===== src/design/assert_macros.svh =====
// Assertion macros used by the selector's back end.
// Depends on nothing; included by lbes_back, the module that carries assertions.
`ifndef ASSERT_MACROS_SVH
`define ASSERT_MACROS_SVH

// The consequent must hold in the same cycle as the antecedent.
`define LBES_ASSERT_SAME(label, clk, rst_n, ante, cons) \
  label: assert property (@(posedge clk) disable iff (!rst_n) (ante) |-> (cons)) \
    else $error("assertion label failed");

// The consequent must hold in the cycle after the antecedent.
`define LBES_ASSERT_NEXT(label, clk, rst_n, ante, cons) \
  label: assert property (@(posedge clk) disable iff (!rst_n) (ante) |=> (cons)) \
    else $error("assertion label failed");

`endif


===== src/design/lbes_pkg.sv =====
// Shared types, codes and constants of the endpoint selector.
// Depends on nothing; imported by every module of the block.
package lbes_pkg;

  localparam int ENDPOINTS_DEF   = 16;
  localparam int COUNT_WIDTH_DEF = 32;
  localparam int DIV_W           = 64;

  localparam logic [63:0] DEFAULT_TIMEOUT_NS = 64'd60000000000;
  localparam logic [4:0]  COUNT_RESET        = 5'd16;

  // Selection modes as held in the mode register.
  localparam logic [2:0] MODE_RR      = 3'd0;
  localparam logic [2:0] MODE_HASH    = 3'd1;
  localparam logic [2:0] MODE_TUNNEL  = 3'd2;
  localparam logic [2:0] MODE_PERSIST = 3'd3;
  localparam logic [2:0] MODE_LEAST   = 3'd4;

  // Register indexes on the configuration port.
  localparam logic [2:0] REG_MODE    = 3'd0;
  localparam logic [2:0] REG_COUNT   = 3'd1;
  localparam logic [2:0] REG_MASK    = 3'd2;
  localparam logic [2:0] REG_TIMEOUT = 3'd3;
  localparam logic [2:0] REG_MIX     = 3'd4;

  // Operation decided by the front end for each beat.
  typedef enum logic [2:0] {
    OP_NONE,
    OP_RELEASE,
    OP_RR,
    OP_HASH,
    OP_PERSIST,
    OP_LEAST
  } op_t;

  typedef struct packed {
    op_t         op;
    logic [31:0] hash;
    logic [31:0] src;
    logic [63:0] now;
    logic [3:0]  rel;
  } item_t;

  typedef struct packed {
    logic [2:0]  mode;
    logic [4:0]  count;
    logic [15:0] inactive;
    logic [63:0] timeout;
    logic        mix;
  } cfg_t;

  typedef enum logic [2:0] {
    ST_IDLE,
    ST_EPOCH,
    ST_MOD,
    ST_RR_SCAN,
    ST_LC_SCAN,
    ST_LC_BUMP
  } state_t;

endpackage


===== src/design/lb_endpoint_selector.sv =====
// Endpoint selector: release and empty selects give the result beat from idle,
// round robin scans from its hint, least connection scans the lower half of the
// endpoints then bumps a counter, hash modes run one division, persistent an epoch
// division then a modulo one (a second on a retry, none with a zero endpoint count).
// Items run one at a time. Reset is synchronous, active low, and clears configuration
// and control state, not working or queue data. Top level: configuration registers
// and channel wiring. Depends on lbes_pkg, lbes_front and lbes_back.
module lb_endpoint_selector
  import lbes_pkg::*;
#(
  parameter int ENDPOINTS   = ENDPOINTS_DEF,
  parameter int COUNT_WIDTH = COUNT_WIDTH_DEF
) (
  input  logic         clk,
  input  logic         rst_n,
  // tdata: flow_hash, tunnel_hash, src_ipv4, now_ns, release_index, pad
  input  logic [167:0] in_tdata,
  // tuser: cmd, is_gtp
  input  logic [1:0]   in_tuser,
  input  logic         in_tvalid,
  output logic         in_tready,
  // tdata: endpoint_index, pad
  output logic [7:0]   out_tdata,
  // tuser: endpoint_valid
  output logic         out_tuser,
  output logic         out_tvalid,
  input  logic         out_tready,
  input  logic         cfg_psel,
  input  logic         cfg_penable,
  input  logic         cfg_pwrite,
  input  logic [5:0]   cfg_paddr,
  input  logic [63:0]  cfg_pwdata,
  output logic [63:0]  cfg_prdata,
  output logic         cfg_pready
);

  logic [2:0]  mode_r;
  logic [4:0]  count_r;
  logic [15:0] mask_r;
  logic [63:0] timeout_r;
  logic        mix_r;
  logic [2:0]  reg_idx;
  logic        cfg_we, tmo_load;
  cfg_t        cfg;
  logic        item_valid, item_ready;
  item_t       item;
  logic        res_ok;
  logic [3:0]  res_idx;

  assign reg_idx    = cfg_paddr[5:3];
  assign cfg_pready = 1'b1;
  assign cfg_we     = cfg_psel & cfg_penable & cfg_pwrite & cfg_pready;

  // Configuration registers.
  always_ff @(posedge clk) begin
    if (!rst_n) begin
      mode_r    <= MODE_RR;
      count_r   <= COUNT_RESET;
      mask_r    <= '0;
      timeout_r <= DEFAULT_TIMEOUT_NS;
      mix_r     <= 1'b0;
    end else begin
      if (tmo_load) timeout_r <= DEFAULT_TIMEOUT_NS;
      if (cfg_we) begin
        unique case (reg_idx)
          REG_MODE:    mode_r    <= cfg_pwdata[2:0];
          REG_COUNT:   count_r   <= cfg_pwdata[4:0];
          REG_MASK:    mask_r    <= cfg_pwdata[15:0];
          REG_TIMEOUT: timeout_r <= cfg_pwdata;
          REG_MIX:     mix_r     <= cfg_pwdata[0];
          default: ;
        endcase
      end
    end
  end

  // Register read-back.
  always_comb begin
    unique case (reg_idx)
      REG_MODE:    cfg_prdata = {61'b0, mode_r};
      REG_COUNT:   cfg_prdata = {59'b0, count_r};
      REG_MASK:    cfg_prdata = {48'b0, mask_r};
      REG_TIMEOUT: cfg_prdata = timeout_r;
      REG_MIX:     cfg_prdata = {63'b0, mix_r};
      default:     cfg_prdata = '0;
    endcase
  end

  assign cfg = '{mode: mode_r, count: count_r, inactive: mask_r,
                 timeout: timeout_r, mix: mix_r};

  lbes_front u_front (
    .clk           (clk),
    .rst_n         (rst_n),
    .mode          (mode_r),
    .in_valid      (in_tvalid),
    .in_ready      (in_tready),
    .cmd           (in_tuser[0]),
    .flow_hash     (in_tdata[31:0]),
    .tunnel_hash   (in_tdata[63:32]),
    .is_gtp        (in_tuser[1]),
    .src_ipv4      (in_tdata[95:64]),
    .now_ns        (in_tdata[159:96]),
    .release_index (in_tdata[163:160]),
    .item_valid    (item_valid),
    .item_ready    (item_ready),
    .item          (item)
  );

  lbes_back #(
    .ENDPOINTS   (ENDPOINTS),
    .COUNT_WIDTH (COUNT_WIDTH)
  ) u_back (
    .clk        (clk),
    .rst_n      (rst_n),
    .cfg        (cfg),
    .tmo_load   (tmo_load),
    .item_valid (item_valid),
    .item_ready (item_ready),
    .item       (item),
    .res_valid  (out_tvalid),
    .res_ready  (out_tready),
    .res_ok     (res_ok),
    .res_idx    (res_idx)
  );

  assign out_tdata = {4'b0, res_idx};
  assign out_tuser = res_ok;

endmodule


===== src/design/lbes_front.sv =====
// Front end: accepts input beats, classifies them into operations and
// queues them in a two-entry buffer. Depends on lbes_pkg.
module lbes_front
  import lbes_pkg::*;
(
  input  logic         clk,
  input  logic         rst_n,
  input  logic [2:0]   mode,
  input  logic         in_valid,
  output logic         in_ready,
  input  logic         cmd,
  input  logic [31:0]  flow_hash,
  input  logic [31:0]  tunnel_hash,
  input  logic         is_gtp,
  input  logic [31:0]  src_ipv4,
  input  logic [63:0]  now_ns,
  input  logic [3:0]   release_index,
  output logic         item_valid,
  input  logic         item_ready,
  output item_t        item
);

  item_t      mem_r [2];
  logic       wr_ptr_r, rd_ptr_r;
  logic [1:0] cnt_r;
  item_t      cls;
  logic       push, pop;

  // Classify the beat by command and mode.
  always_comb begin
    cls      = '0;
    cls.src  = src_ipv4;
    cls.now  = now_ns;
    cls.rel  = release_index;
    cls.hash = flow_hash;
    if (cmd) begin
      cls.op = OP_RELEASE;
    end else begin
      unique case (mode)
        MODE_RR:      cls.op = OP_RR;
        MODE_HASH:    cls.op = OP_HASH;
        MODE_TUNNEL: begin
          cls.hash = tunnel_hash;
          cls.op   = is_gtp ? OP_HASH : OP_NONE;
        end
        MODE_PERSIST: cls.op = OP_PERSIST;
        MODE_LEAST:   cls.op = OP_LEAST;
        default:      cls.op = OP_NONE;
      endcase
    end
  end

  assign in_ready   = (cnt_r != 2'd2);
  assign item_valid = (cnt_r != 2'd0);
  assign item       = mem_r[rd_ptr_r];
  assign push       = in_valid & in_ready;
  assign pop        = item_valid & item_ready;

  // Queue storage.
  always_ff @(posedge clk) begin
    if (push) begin
      mem_r[wr_ptr_r] <= cls;
    end
  end

  // Queue pointers and fill level.
  always_ff @(posedge clk) begin
    if (!rst_n) begin
      wr_ptr_r <= 1'b0;
      rd_ptr_r <= 1'b0;
      cnt_r    <= 2'd0;
    end else begin
      if (push) wr_ptr_r <= ~wr_ptr_r;
      if (pop)  rd_ptr_r <= ~rd_ptr_r;
      cnt_r <= cnt_r + {1'b0, push} - {1'b0, pop};
    end
  end

endmodule


===== src/design/lbes_div.sv =====
// Iterative restoring divider, one quotient bit per cycle.
// Depends on lbes_pkg for the operand width.
module lbes_div
  import lbes_pkg::*;
(
  input  logic             clk,
  input  logic             rst_n,
  input  logic             start,
  input  logic [DIV_W-1:0] dividend,
  input  logic [DIV_W-1:0] divisor,
  output logic             busy,
  output logic             done,
  output logic [DIV_W-1:0] quotient,
  output logic [DIV_W-1:0] remainder
);

  localparam int CW = $clog2(DIV_W + 1);

  logic [DIV_W-1:0] quo_r, quo_nxt, rem_r, rem_nxt, dsr_r;
  logic [CW-1:0]    cnt_r;
  logic             busy_r, done_r;
  logic [DIV_W:0]   sh, diff;
  logic             ge;

  // One shift-and-subtract step.
  always_comb begin
    sh      = {rem_r, quo_r[DIV_W-1]};
    diff    = sh - {1'b0, dsr_r};
    ge      = ~diff[DIV_W];
    rem_nxt = ge ? diff[DIV_W-1:0] : sh[DIV_W-1:0];
    quo_nxt = {quo_r[DIV_W-2:0], ge};
  end

  // Operand and partial result registers.
  always_ff @(posedge clk) begin
    if (start) begin
      quo_r <= dividend;
      rem_r <= '0;
      dsr_r <= divisor;
    end else if (busy_r) begin
      quo_r <= quo_nxt;
      rem_r <= rem_nxt;
    end
  end

  // Step counter and status.
  always_ff @(posedge clk) begin
    if (!rst_n) begin
      busy_r <= 1'b0;
      done_r <= 1'b0;
      cnt_r  <= '0;
    end else begin
      done_r <= 1'b0;
      if (start) begin
        busy_r <= 1'b1;
        cnt_r  <= CW'(DIV_W);
      end else if (busy_r) begin
        cnt_r <= cnt_r - CW'(1);
        if (cnt_r == CW'(1)) begin
          busy_r <= 1'b0;
          done_r <= 1'b1;
        end
      end
    end
  end

  assign busy      = busy_r;
  assign done      = done_r;
  assign quotient  = quo_r;
  assign remainder = rem_r;

endmodule


===== src/design/lbes_back.sv =====
// Back end: sequencer that carries out one operation at a time, holds the
// selection state and session counters, and registers the result beat.
// Depends on lbes_pkg, lbes_div and assert_macros.svh.
`include "assert_macros.svh"
module lbes_back
  import lbes_pkg::*;
#(
  parameter int ENDPOINTS   = ENDPOINTS_DEF,
  parameter int COUNT_WIDTH = COUNT_WIDTH_DEF
) (
  input  logic       clk,
  input  logic       rst_n,
  input  cfg_t       cfg,
  output logic       tmo_load,
  input  logic       item_valid,
  output logic       item_ready,
  input  item_t      item,
  output logic       res_valid,
  input  logic       res_ready,
  output logic       res_ok,
  output logic [3:0] res_idx
);

  localparam int IW   = $clog2(ENDPOINTS);
  localparam int HALF = ENDPOINTS / 2;
  localparam logic [COUNT_WIDTH-1:0] CMAX = {COUNT_WIDTH{1'b1}};

  function automatic logic [3:0] out4(input logic [IW-1:0] v);
    logic [IW+3:0] w;
    w = {4'b0, v};
    return w[3:0];
  endfunction

  state_t                 state_r, state_nxt;
  logic [IW-1:0]          i_r, i_nxt, n_r, n_nxt, best_r, best_nxt;
  logic [COUNT_WIDTH-1:0] bestcnt_r, bestcnt_nxt;
  logic                   found_r, found_nxt, second_r, second_nxt, persist_r, persist_nxt;
  logic [31:0]            a_r, a_nxt;
  logic [7:0]             mix_r, mix_nxt;
  logic [3:0]             rr_next_r, rr_next_nxt;
  logic [63:0]            epoch_base_r, epoch_base_nxt, last_seen_r, last_seen_nxt;
  logic                   lc_used_r, lc_used_nxt;
  logic                   res_valid_r, res_valid_nxt, res_ok_r, res_ok_nxt;
  logic [3:0]             res_idx_r, res_idx_nxt;
  logic [COUNT_WIDTH-1:0] session_r [ENDPOINTS];

  logic                   sess_we;
  logic [IW-1:0]          sess_wa;
  logic [COUNT_WIDTH-1:0] sess_wd;

  logic             div_start, div_busy, div_done;
  logic [DIV_W-1:0] div_a, div_b, div_q, div_r;

  logic [ENDPOINTS-1:0] inact;
  logic [IW-1:0]        fb_idx, rr_mod, r_idx, rel_idx, i_inc;
  logic                 fb_any;
  logic [3:0]           rr_t;
  logic [IW+3:0]        rr_ext;
  logic [6:0]           r7, rel7;
  logic [63:0]          tmo_eff, base_new;
  logic [7:0]           mix_now;
  logic                 take;

  // Inactive flag per endpoint; endpoints above the mask are always active.
  for (genvar g = 0; g < ENDPOINTS; g++) begin : g_inact
    if (g < 16) begin : g_lo
      assign inact[g] = cfg.inactive[g];
    end else begin : g_hi
      assign inact[g] = 1'b0;
    end
  end

  // Lowest-numbered active endpoint.
  always_comb begin
    fb_any = 1'b0;
    fb_idx = '0;
    for (int k = ENDPOINTS - 1; k >= 0; k--) begin
      if (!inact[k]) begin
        fb_any = 1'b1;
        fb_idx = IW'(k);
      end
    end
  end

  // Round-robin hint reduced into the endpoint range.
  always_comb begin
    rr_t = rr_next_r;
    for (int k = 0; k < 8; k++) begin
      if (32'(rr_t) >= ENDPOINTS) rr_t = rr_t - 4'(ENDPOINTS);
    end
    rr_ext = {{IW{1'b0}}, rr_t};
    rr_mod = rr_ext[IW-1:0];
  end

  assign r7      = div_r[6:0];
  assign r_idx   = r7[IW-1:0];
  assign rel7    = {3'b0, item.rel};
  assign rel_idx = rel7[IW-1:0];
  assign i_inc   = (i_r == IW'(ENDPOINTS - 1)) ? '0 : i_r + IW'(1);
  assign tmo_eff = (cfg.timeout == 64'd0) ? DEFAULT_TIMEOUT_NS : cfg.timeout;
  assign mix_now = cfg.mix ? div_q[7:0] : 8'd0;
  assign take    = !inact[i_r] && (!found_r || bestcnt_r > session_r[i_r]);
  assign base_new = ((epoch_base_r == 64'd0) || ((item.now - last_seen_r) > cfg.timeout))
                  ? item.now : epoch_base_r;

  // Next state and outputs of the sequencer.
  always_comb begin
    state_nxt      = state_r;
    i_nxt          = i_r;
    n_nxt          = n_r;
    best_nxt       = best_r;
    bestcnt_nxt    = bestcnt_r;
    found_nxt      = found_r;
    second_nxt     = second_r;
    persist_nxt    = persist_r;
    a_nxt          = a_r;
    mix_nxt        = mix_r;
    rr_next_nxt    = rr_next_r;
    epoch_base_nxt = epoch_base_r;
    last_seen_nxt  = last_seen_r;
    lc_used_nxt    = lc_used_r;
    res_valid_nxt  = res_valid_r & ~res_ready;
    res_ok_nxt     = res_ok_r;
    res_idx_nxt    = res_idx_r;
    item_ready     = (state_r == ST_IDLE) && !res_valid_r;
    tmo_load       = 1'b0;
    div_start      = 1'b0;
    div_a          = '0;
    div_b          = {59'b0, cfg.count};
    sess_we        = 1'b0;
    sess_wa        = i_r;
    sess_wd        = '0;

    unique case (state_r)
      ST_IDLE: begin
        if (item_valid && item_ready) begin
          // Default result: nothing selected.
          res_valid_nxt = 1'b1;
          res_ok_nxt    = 1'b0;
          res_idx_nxt   = 4'd0;
          case (item.op)
            OP_RELEASE: begin
              if (lc_used_r && (item.rel < ENDPOINTS) && (session_r[rel_idx] != '0)) begin
                sess_we = 1'b1;
                sess_wa = rel_idx;
                sess_wd = session_r[rel_idx] - COUNT_WIDTH'(1);
              end
            end
            OP_RR: begin
              res_valid_nxt = 1'b0;
              i_nxt         = rr_mod;
              n_nxt         = '0;
              state_nxt     = ST_RR_SCAN;
            end
            OP_HASH: begin
              if (cfg.count != 5'd0) begin
                res_valid_nxt = 1'b0;
                div_start     = 1'b1;
                div_a         = {32'b0, item.hash};
                persist_nxt   = 1'b0;
                second_nxt    = 1'b0;
                state_nxt     = ST_MOD;
              end
            end
            OP_PERSIST: begin
              res_valid_nxt  = 1'b0;
              epoch_base_nxt = base_new;
              last_seen_nxt  = item.now;
              tmo_load       = (cfg.timeout == 64'd0);
              a_nxt          = item.src;
              div_start      = 1'b1;
              div_a          = base_new;
              div_b          = tmo_eff;
              state_nxt      = ST_EPOCH;
            end
            OP_LEAST: begin
              res_valid_nxt = 1'b0;
              lc_used_nxt   = 1'b1;
              i_nxt         = '0;
              found_nxt     = 1'b0;
              state_nxt     = ST_LC_SCAN;
            end
            default: ;
          endcase
        end
      end

      ST_EPOCH: begin
        if (div_done) begin
          mix_nxt = mix_now;
          if (cfg.count == 5'd0) begin
            res_valid_nxt = 1'b1;
            res_ok_nxt    = 1'b0;
            res_idx_nxt   = 4'd0;
            state_nxt     = ST_IDLE;
          end else begin
            div_start   = 1'b1;
            div_a       = {56'b0, a_r[7:0] ^ a_r[31:24] ^ mix_now};
            persist_nxt = 1'b1;
            second_nxt  = 1'b0;
            state_nxt   = ST_MOD;
          end
        end
      end

      ST_MOD: begin
        if (div_done) begin
          state_nxt     = ST_IDLE;
          res_valid_nxt = 1'b1;
          res_ok_nxt    = 1'b0;
          res_idx_nxt   = 4'd0;
          if (32'(r7) < ENDPOINTS) begin
            if (!inact[r_idx]) begin
              res_ok_nxt  = 1'b1;
              res_idx_nxt = out4(r_idx);
            end else if (persist_r && !second_r) begin
              // Persistent mode tries the middle address bytes next.
              res_valid_nxt = 1'b0;
              div_start     = 1'b1;
              div_a         = {56'b0, a_r[15:8] ^ a_r[23:16] ^ mix_r};
              second_nxt    = 1'b1;
              state_nxt     = ST_MOD;
            end else begin
              res_ok_nxt  = 1'b1;
              res_idx_nxt = out4(fb_any ? fb_idx : r_idx);
            end
          end
        end
      end

      ST_RR_SCAN: begin
        if (!inact[i_r]) begin
          rr_next_nxt   = out4(i_inc);
          res_valid_nxt = 1'b1;
          res_ok_nxt    = 1'b1;
          res_idx_nxt   = out4(i_r);
          state_nxt     = ST_IDLE;
        end else if (n_r == IW'(ENDPOINTS - 1)) begin
          res_valid_nxt = 1'b1;
          res_ok_nxt    = 1'b0;
          res_idx_nxt   = 4'd0;
          state_nxt     = ST_IDLE;
        end else begin
          i_nxt = i_inc;
          n_nxt = n_r + IW'(1);
        end
      end

      ST_LC_SCAN: begin
        if (take) begin
          best_nxt    = i_r;
          bestcnt_nxt = session_r[i_r];
          found_nxt   = 1'b1;
        end
        if (i_r == IW'(HALF - 1)) begin
          if (take || found_r) begin
            state_nxt = ST_LC_BUMP;
          end else begin
            res_valid_nxt = 1'b1;
            res_ok_nxt    = 1'b0;
            res_idx_nxt   = 4'd0;
            state_nxt     = ST_IDLE;
          end
        end else begin
          i_nxt = i_r + IW'(1);
        end
      end

      ST_LC_BUMP: begin
        if (session_r[best_r] != CMAX) begin
          sess_we = 1'b1;
          sess_wa = best_r;
          sess_wd = session_r[best_r] + COUNT_WIDTH'(1);
        end
        res_valid_nxt = 1'b1;
        res_ok_nxt    = 1'b1;
        res_idx_nxt   = out4(best_r);
        state_nxt     = ST_IDLE;
      end

      default: state_nxt = ST_IDLE;
    endcase
  end

  // State register.
  always_ff @(posedge clk) begin
    if (!rst_n) begin
      state_r <= ST_IDLE;
    end else begin
      state_r <= state_nxt;
    end
  end

  // Control and selection state.
  always_ff @(posedge clk) begin
    if (!rst_n) begin
      rr_next_r    <= '0;
      epoch_base_r <= '0;
      last_seen_r  <= '0;
      lc_used_r    <= 1'b0;
      res_valid_r  <= 1'b0;
      for (int k = 0; k < ENDPOINTS; k++) session_r[k] <= '0;
    end else begin
      rr_next_r    <= rr_next_nxt;
      epoch_base_r <= epoch_base_nxt;
      last_seen_r  <= last_seen_nxt;
      lc_used_r    <= lc_used_nxt;
      res_valid_r  <= res_valid_nxt;
      if (sess_we) session_r[sess_wa] <= sess_wd;
    end
  end

  // Working registers of the current operation.
  always_ff @(posedge clk) begin
    i_r       <= i_nxt;
    n_r       <= n_nxt;
    best_r    <= best_nxt;
    bestcnt_r <= bestcnt_nxt;
    found_r   <= found_nxt;
    second_r  <= second_nxt;
    persist_r <= persist_nxt;
    a_r       <= a_nxt;
    mix_r     <= mix_nxt;
    res_ok_r  <= res_ok_nxt;
    res_idx_r <= res_idx_nxt;
  end

  lbes_div u_div (
    .clk       (clk),
    .rst_n     (rst_n),
    .start     (div_start),
    .dividend  (div_a),
    .divisor   (div_b),
    .busy      (div_busy),
    .done      (div_done),
    .quotient  (div_q),
    .remainder (div_r)
  );

  assign res_valid = res_valid_r;
  assign res_ok    = res_ok_r;
  assign res_idx   = res_idx_r;

  // A new division never starts over one in progress.
  `LBES_ASSERT_SAME(a_div_free, clk, rst_n, div_start, !div_busy)
  // An empty selection always reports endpoint zero.
  `LBES_ASSERT_SAME(a_empty_zero, clk, rst_n, res_valid_r && !res_ok_r, res_idx_r == 4'd0)
  // A beat taken from the queue always moves the sequencer out of idle or registers a result.
  `LBES_ASSERT_NEXT(a_pop_idle, clk, rst_n, item_valid && item_ready,
                    (state_r != ST_IDLE) || res_valid_r)
  // Division results only arrive while waiting for them.
  `LBES_ASSERT_SAME(a_done_wait, clk, rst_n, div_done,
                    (state_r == ST_EPOCH) || (state_r == ST_MOD))

endmodule

===== config.mk =====
export PLATFORM = sky130hd
export DESIGN_NAME = lb_endpoint_selector
export DESIGN_NICKNAME = d
export VERILOG_FILES = /design/src/design/lbes_pkg.sv /design/src/design/lb_endpoint_selector.sv /design/src/design/lbes_front.sv /design/src/design/lbes_div.sv /design/src/design/lbes_back.sv
export VERILOG_INCLUDE_DIRS = /design/src /design/src/design
export SDC_FILE = /design/constraint.sdc
export NUM_CORES = 2
export LEC_CHECK = 0
export BUFFER_PORTS_ARGS = -buffer_cell sky130_fd_sc_hd__buf_2
export CORE_MARGIN = 3
export CORE_UTILIZATION = 38
export DETAILED_ROUTE_END_ITERATION = 8
export PLACE_DENSITY_LB_ADDON = 0.25
export SLEW_MARGIN = 20
export SYNTH_ARGS = -nofsm -noshare
export SYNTH_HDL_FRONTEND = slang
export SYNTH_HIERARCHICAL = 1
export SYNTH_SLANG_ARGS = --single-unit

===== constraint.sdc =====
create_clock -name clk -period 9.9 [get_ports clk]
set_input_delay 0.99 -clock clk [delete_from_list [all_inputs] [get_ports clk]]
set_output_delay 0.99 -clock clk [all_outputs]
set_load 0.005 [all_outputs]

### Word-level counts from Yosys, hierarchy flattened

Memories as Yosys holds them, arrays and structs flattened. A register that Yosys moved wholly into a read port is not among the register bits.
Index checks and enable logic that the tools add are counted.
W data, S select, Z words.

| storage, ports and cells | value |
|---|---|
| word-level logic and storage cells | 355 |
| flip-flop bits (word level) | 523 |
| bits of input ports | 247 |
| memories | 2 |
| output and inout port bits | 76 |
| bits in writable memories | 782 |

| cells by class | value |
|---|---|
| equality and inequality tests | 46 |
| add/subtract/negate cells | 9 |
| bitwise gates (word level) | 19 |
| reduce and logical (&&, ||, !) cells | 49 |
| mux-type cells | 191 |
| $lt $le $gt $ge | 5 |

Memories:

| name | words | width | read ports | clocked after Yosys merged registers in | wr ports | RTL line | source |
|---|---|---|---|---|---|---|---|
| u_back.session_r | 16 | 32 | 3 | 2 | 16 | lbes_back.sv:45 | `logic [COUNT_WIDTH-1:0] session_r [ENDPOINTS];` |
| u_front.mem_r | 2 | 135 | 1 | 1 | 1 | lbes_front.sv:23 | `item_t mem_r [2];` |

Operators by type and width:

| kind | count |
|---|---|
| $mux W64 | 12 |
| $pmux W64 S5 | 1 |
| $mux W32 | 8 |
| $pmux W64 S3 | 1 |
| $mux W4 | 44 |
| $logic_not A64 Y1 | 2 |
| $pmux W64 S2 | 1 |
| $mux W1 | 81 |
| $sub A65 B64 Y65 | 1 |
| $gt A64 B64 Y1 | 1 |
| $pmux W32 S2 | 1 |
| $sub A64 B64 Y64 | 1 |
| $mux W36 | 1 |
| $mux W3 | 11 |
| $add A32 B1 Y32 const B | 1 |
| $gt A32 B32 Y1 | 1 |
| $ne A32 B32 Y1 const B | 1 |
| $reduce_bool A32 Y1 | 1 |
| $reduce_or A32 Y1 | 1 |
| $sub A32 B1 Y32 const B | 1 |
| $xor A8 B8 Y8 | 4 |
| $pmux W3 S5 | 2 |
| $eq A3 B2 Y1 const B | 8 |
| $mux W8 | 3 |
| 48 further kinds | 130 |

### Longest topological paths before layout

| logic depth | value |
|---|---|
| word-level depth | 22 |
| mapped depth | 33 |
| mapped depth without buffers | 28 |

### Modules after synthesis

Netlist, hierarchy kept.

Modules (own cells, without submodules):

| module | seq. area each (µm²) | times used | area each (µm²) | cells each |
|---|---|---|---|---|
| lbes_back | 21040.2 | 1 | 48531.5 | 4329 |
| lbes_div | 5305.1 | 1 | 11790.1 | 1151 |
| lbes_front | 8207.9 | 1 | 10418.7 | 490 |
| lb_endpoint_selector | 1781.7 | 1 | 4349.2 | 486 |

### Worst setup path after synthesis

Ideal clock, no wire load.

| timing | value |
|---|---|
| path type | register to register |
| start | reg u_back.u_div.rem_r[0] (netlist: u_back/u_div/remainder[0]) |
| end | reg u_back.u_div.quo_r[0] (netlist: u_back/u_div/quotient[0]) (enable) |
| clock period less this slack | 8.885 ns |
| setup slack | 1.015 ns |
| data arrival time | 8.468 ns |
| path buffers | 2 |
| data required time | 9.482 ns |
| stages on the path, launching flop included | 12 |
| library setup time | 0.418 ns |
| cell sequence | dfxtp_1 clkbuf_1 mux4_2 mux4_2 nand3b_1 nand2b_1 nor3b_1 a21oi_1 o32ai_1 nor2_1 clkbuf_1 inv_1 |

| on the way | value |
|---|---|
| cells in the longest elaborated chain, start to end | 7 |
| elaborated cells between the ends (all ways) | 8 |
| classes of those cells | order compare (1); mux (6); reduce/logical (1) |

Ends and longest elaborated chain:

| item | RTL line | source |
|---|---|---|
| start: declaration | lbes_div.sv:19 | `logic [DIV_W-1:0] quo_r, quo_nxt, rem_r, rem_nxt, dsr_r;` |
| start signal: assignment | lbes_div.sv:42 | `rem_r <= rem_nxt;` |
| $bmux W1 S4 | lbes_back.sv:213 | `if (!inact[r_idx]) begin` |
| $mux W1 (not written as such) | lbes_back.sv:213 |  |
| $mux W1 | lbes_back.sv:213 |  |
| $mux W1 (*) | lbes_back.sv:212 | `if (32'(r7) < ENDPOINTS) begin` |
| $mux W1 (*) | lbes_back.sv:207 | `if (div_done) begin` |
| $pmux W1 S3 (*) | lbes_back.sv:134 | `unique case (state_r)` |
| net u_back.div_start | lbes_back.sv:51 | `logic div_start, div_busy, div_done;` |
| $reduce_bool A2 Y1 (no source line) (*) | - |  |
| end signal: assignment | lbes_div.sv:37 | `quo_r <= dividend;` |
| end signal: assignment | lbes_div.sv:41 | `quo_r <= quo_nxt;` |
| end: declaration | lbes_div.sv:19 |  |

Mark *: on every way through the listed nets, which the timed path passes. The rest lies on a longest branch. The select of a mux whose other input is x is not followed.
A chain may end at the register's enable or synchronous reset.

==> impl_results.rst <==
.. list-table::
   :header-rows: 1

   * - Metric
     - Value
   * - Outcome
     - complete, no violations
   * - Total count of max-transition violations in the final report
     - 0
   * - Asr flop ratio synth
     - 0%
   * - Part of the power in combinational logic
     - 40.2%
   * - RePlAce Congestion
     - 0.899
   * - DP HPWL
     - 166,000 um
   * - Overall overflow remaining after global route
     - 0
   * - Kind of end point of the critical path
     - register
   * - Number of endpoints failing setup at the final stage
     - 0
   * - Drt initial violations
     - 5,993
   * - Post-CTS Setup Bufs
     - 0
   * - Clock slew seen by the registers of the worst setup and hold paths
     - 60 ps
   * - Post-detailed-route wirelength per cell
     - 26.5 um
   * - PwrDens
     - approximately 250 mW/mm^2
   * - Part of the total power dissipated in sequential elements
     - 33.6%
   * - Crit-path most repeated cell
     - a21o_1
   * - Top post-synthesis cells by area
     - edfxtp_1 (40%), mux4_2 (13%), dfxtp_1 (8.3%)
   * - Worst slew margin relative to its limit
     - 12.8%
   * - RSZ-0062 raised after global routing
     - false
   * - Area of the placeable core
     - 0.196 sq mm
   * - Initial Utilization
     - 38.4%
   * - Deepest clock path buffer count
     - 3
   * - Share of the synthesized netlist area taken by xor and xnor gates
     - 2.60%
   * - Most instantiated cells after synthesis
     - edfxtp_1 (1,002), nor2_1 (770), nand2_1 (513)
   * - Prevailing post-synth register cell
     - edfxtp_1
   * - Final net count
     - 7,088
   * - Top fanout value on the critical path
     - 48
   * - TritonCTS Sinks
     - between 1,000 and 1,500
   * - Number of maximum-capacitance constraint violations
     - 0
   * - Routed wire length
     - between 200,000 and 250,000 um
   * - WP data required
     - 10,440 ps
   * - TNS Setup
     - 0 ps
   * - Synthesized cell area
     - 0.0751 sq mm
   * - Count of hold-fix buffers inserted at cts
     - 0
   * - Count leader, synth
     - edfxtp_1
   * - Top cell type's share of synthesized area
     - approximately two fifths
   * - Endpoint of the most critical register-to-register path
     - u_back/u_div/quotient[53]
   * - Cell depth of the worst hold path
     - 1
   * - Ratio of cells with drive above 1 in the final layout
     - 21.8%
   * - Overall power
     - 21,200 uW
   * - Crit path launch type
     - register
   * - Power Internal
     - 13,500 uW
   * - Mux share of post-synthesis cell area
     - 19.3%
   * - Buffers added on ports
     - a little over 300
   * - Power spent charging and discharging nets
     - 7770 uW
   * - Max Clk Rate
     - between 100 and 150 MHz
   * - Number of synthesized register bits
     - 1,314
   * - Number of gates resized after CTS
     - 0
   * - CTS tree
     - built
   * - Cell leakage power
     - 0.0293 uW
   * - Actual slew at the worst max-slew pin
     - 1300 ps
   * - Gr usage total
     - roughly a quarter
   * - Via count of the routed design
     - approximately 55,000
   * - Synthesized netlist cell count
     - 6,456
   * - Clock network fraction of design power
     - 26.2%
   * - Final Hold Vio Count
     - 0
   * - Syn-to-layout area delta
     - 12.4%
   * - Total I/O pin count
     - 323
   * - Final setup skew
     - 27.0 ps
   * - Worst hold path startpoint
     - in_tdata[75]
   * - Count of cell types in the netlist
     - 107
   * - Full die area
     - 0.203 sq mm
   * - Final clock period utilization by the worst path
     - 87.5%
   * - Synthesized area per cell
     - 11.6 sq um
   * - Cell at the slowest stage of the critical path
     - dfxtp_4
   * - Source-to-sink clock delay at the later pin of the worst-skew pair
     - 810 ps
   * - Setup Crit Path Kind
     - register to register
   * - Number of global-route vias before repair
     - 54,300
   * - Number of buffers created by CTS
     - 147
   * - Hold Crit Endpoint
     - u_front/mem_r[1][79]
   * - Initial DRT Pass Iterations
     - 8
   * - Die Wd
     - 451 um
   * - Detail-routed via count per cell
     - roughly 5.9
   * - Fraction of the mapped netlist area in adder cells
     - a little under 4%
   * - Cell taking the most area after synthesis
     - edfxtp_1
   * - Row cnt
     - 162
   * - Yosys warning count
     - 6
   * - Floorplan die height
     - 451 um
   * - Number of cells on the worst reg-to-reg path
     - 27
   * - Switching share of power
     - between 30% and 40%
   * - Maximum number of pins on one net before global-route repair
     - ~170
   * - Number of remaining DRC errors
     - 0
   * - CTS H-Tree Depth
     - 4
   * - Antenna violations before repair
     - 17
   * - Reg2Reg Setup Slack
     - 1240 ps
   * - Wire length of the first global-routing pass
     - 364,000 um
   * - Number of enable-type register cells in the synthesized netlist
     - 1,002
   * - Worst Path Arrival
     - about 9000 ps
   * - Worst ir drop on vdd
     - 0.000214 V
   * - Kind of path behind the tightest hold check
     - primary input to register
   * - Clock period minus worst slack
     - 8660 ps
   * - Main combinational cell family by area after synthesis
     - multiplexers
   * - Worst stage delay on the critical path
     - 800 ps
   * - CTS Root Cell
     - clkbuf_16
   * - Remaining number of nets flagged by the antenna check after routing
     - 0
   * - Post-synthesis share of cell area spent on and, or, nand and nor gates
     - 12.2%
   * - Sequential share of the synthesized area
     - 48.4%
   * - Share of the synthesized area in compound gates (AO/OA/AOI/OAI)
     - under 10%
[critical path: cells and delay by family (launching register included)]
family / cells / cell delay [ps]
buffers and inverters: 2 / 830
XOR/XNOR: 1 / 150
AO/OA/AOI/OAI: 14 / 4010
AND/OR/NAND/NOR: 5 / 860
flip-flops: 1 / 800
multiplexers: 3 / 980
adder cells (fa/ha/maj): 2 / 690
[registers in the layout, summed over array words and instances (netlist names), 5 cells and up, named ones only]
signal / flops
count_r: 5
mask_r: 16
timeout_r: 64
u_back/a_r: 32
u_back/bestcnt_r: 32
u_back/epoch_base_r: 64
u_back/last_seen_r: 64
u_back/mix_r: 8
u_back/session_r: 512
u_back/u_div/cnt_r: 7
u_back/u_div/dsr_r: 64
u_back/u_div/quotient: 64
u_back/u_div/remainder: 64
u_front/mem_r: 270
[per-layer routing]
metal,track usage (%),vias up,routed length [um]
met4,13.2,4,15100
met5,0,-,27
met3,3.72,642,18300
met2,40.6,2597,122000
met1,29.2,27500,93500
li1,-,24500,-
[power by group through the flow]
stage / registers (uW) / logic, uW / clock network (uW)
CTS: 7180 / 8430 / 5660
global route: 7210 / 9230 / 5880
finish: 7140 / 8530 / 5570
floorplan: 7010 / 6350 / 0
global placement: 7270 / 8320 / 0
detailed placement: 7290 / 8390 / 0
[stage by stage]
step	area (sq um)	hold WS, ps	std cells	worst slack [ps]	util (%)
2_1_floorplan	75100	424	6459	1010	-
3_3_place_gp	79400	443	9075	1340	40.6
3_5_place_dp	79500	446	9081	1320	40.6
4_1_cts	84400	317	9356	1270	43.1
5_1_grt	84400	342	9369	632	43.2
6_report	84400	375	9371	1240	43.2
[cells by family (layout without fill, tap and decap cells)]
logic type | count (synthesis) | in the layout
simple gates | 1988 | 1988
xor+xnor | 221 | 221
fa+ha+maj | 234 | 234
mux | 868 | 868
compound gates | 1075 | 1075
other cells | 2 | 19
buf+inv | 754 | 1028
flops | 1314 | 1314
[cells in the final DEF (no fill, tap or decap), drive strengths merged, types with 112 or more instances in the layout]
master     n
a21oi    313
buf      463
clkbuf   202
dfxtp    312
edfxtp  1002
ha       232
inv      298
mux2     250
mux2i    177
mux4     441
nand2    513
nand3    119
nand4    116
nor2     771
nor3     112
o21ai    235
xnor2    135
[worst max-delay path by stage]
stage                                    from  slack (ps)                         to
finish                               register        1240  u_back/u_div/quotient[53]
CTS                                  register        1270  u_back/u_div/quotient[53]
global placement                     register        1340  u_back/u_div/quotient[51]
global route                         register         630  u_back/u_div/quotient[55]
floorplan           u_back/u_div/remainder[0]        1010   u_back/u_div/quotient[0]
detailed placement                   register        1320  u_back/u_div/quotient[52]
[area by class of cell]
type	count	area [sq um]
Antenna cell	14	35.0
Clock buffer	202	4050
Clock inverter	73	812
Fill cell	18200	111000
Inverter	290	1090
Multi-Input combinational cell	4391	35800
Sequential cell	1314	36400
Tap cell	2624	3280
Timing Repair Buffer	463	2970
(Power assumes the default switching activity.)
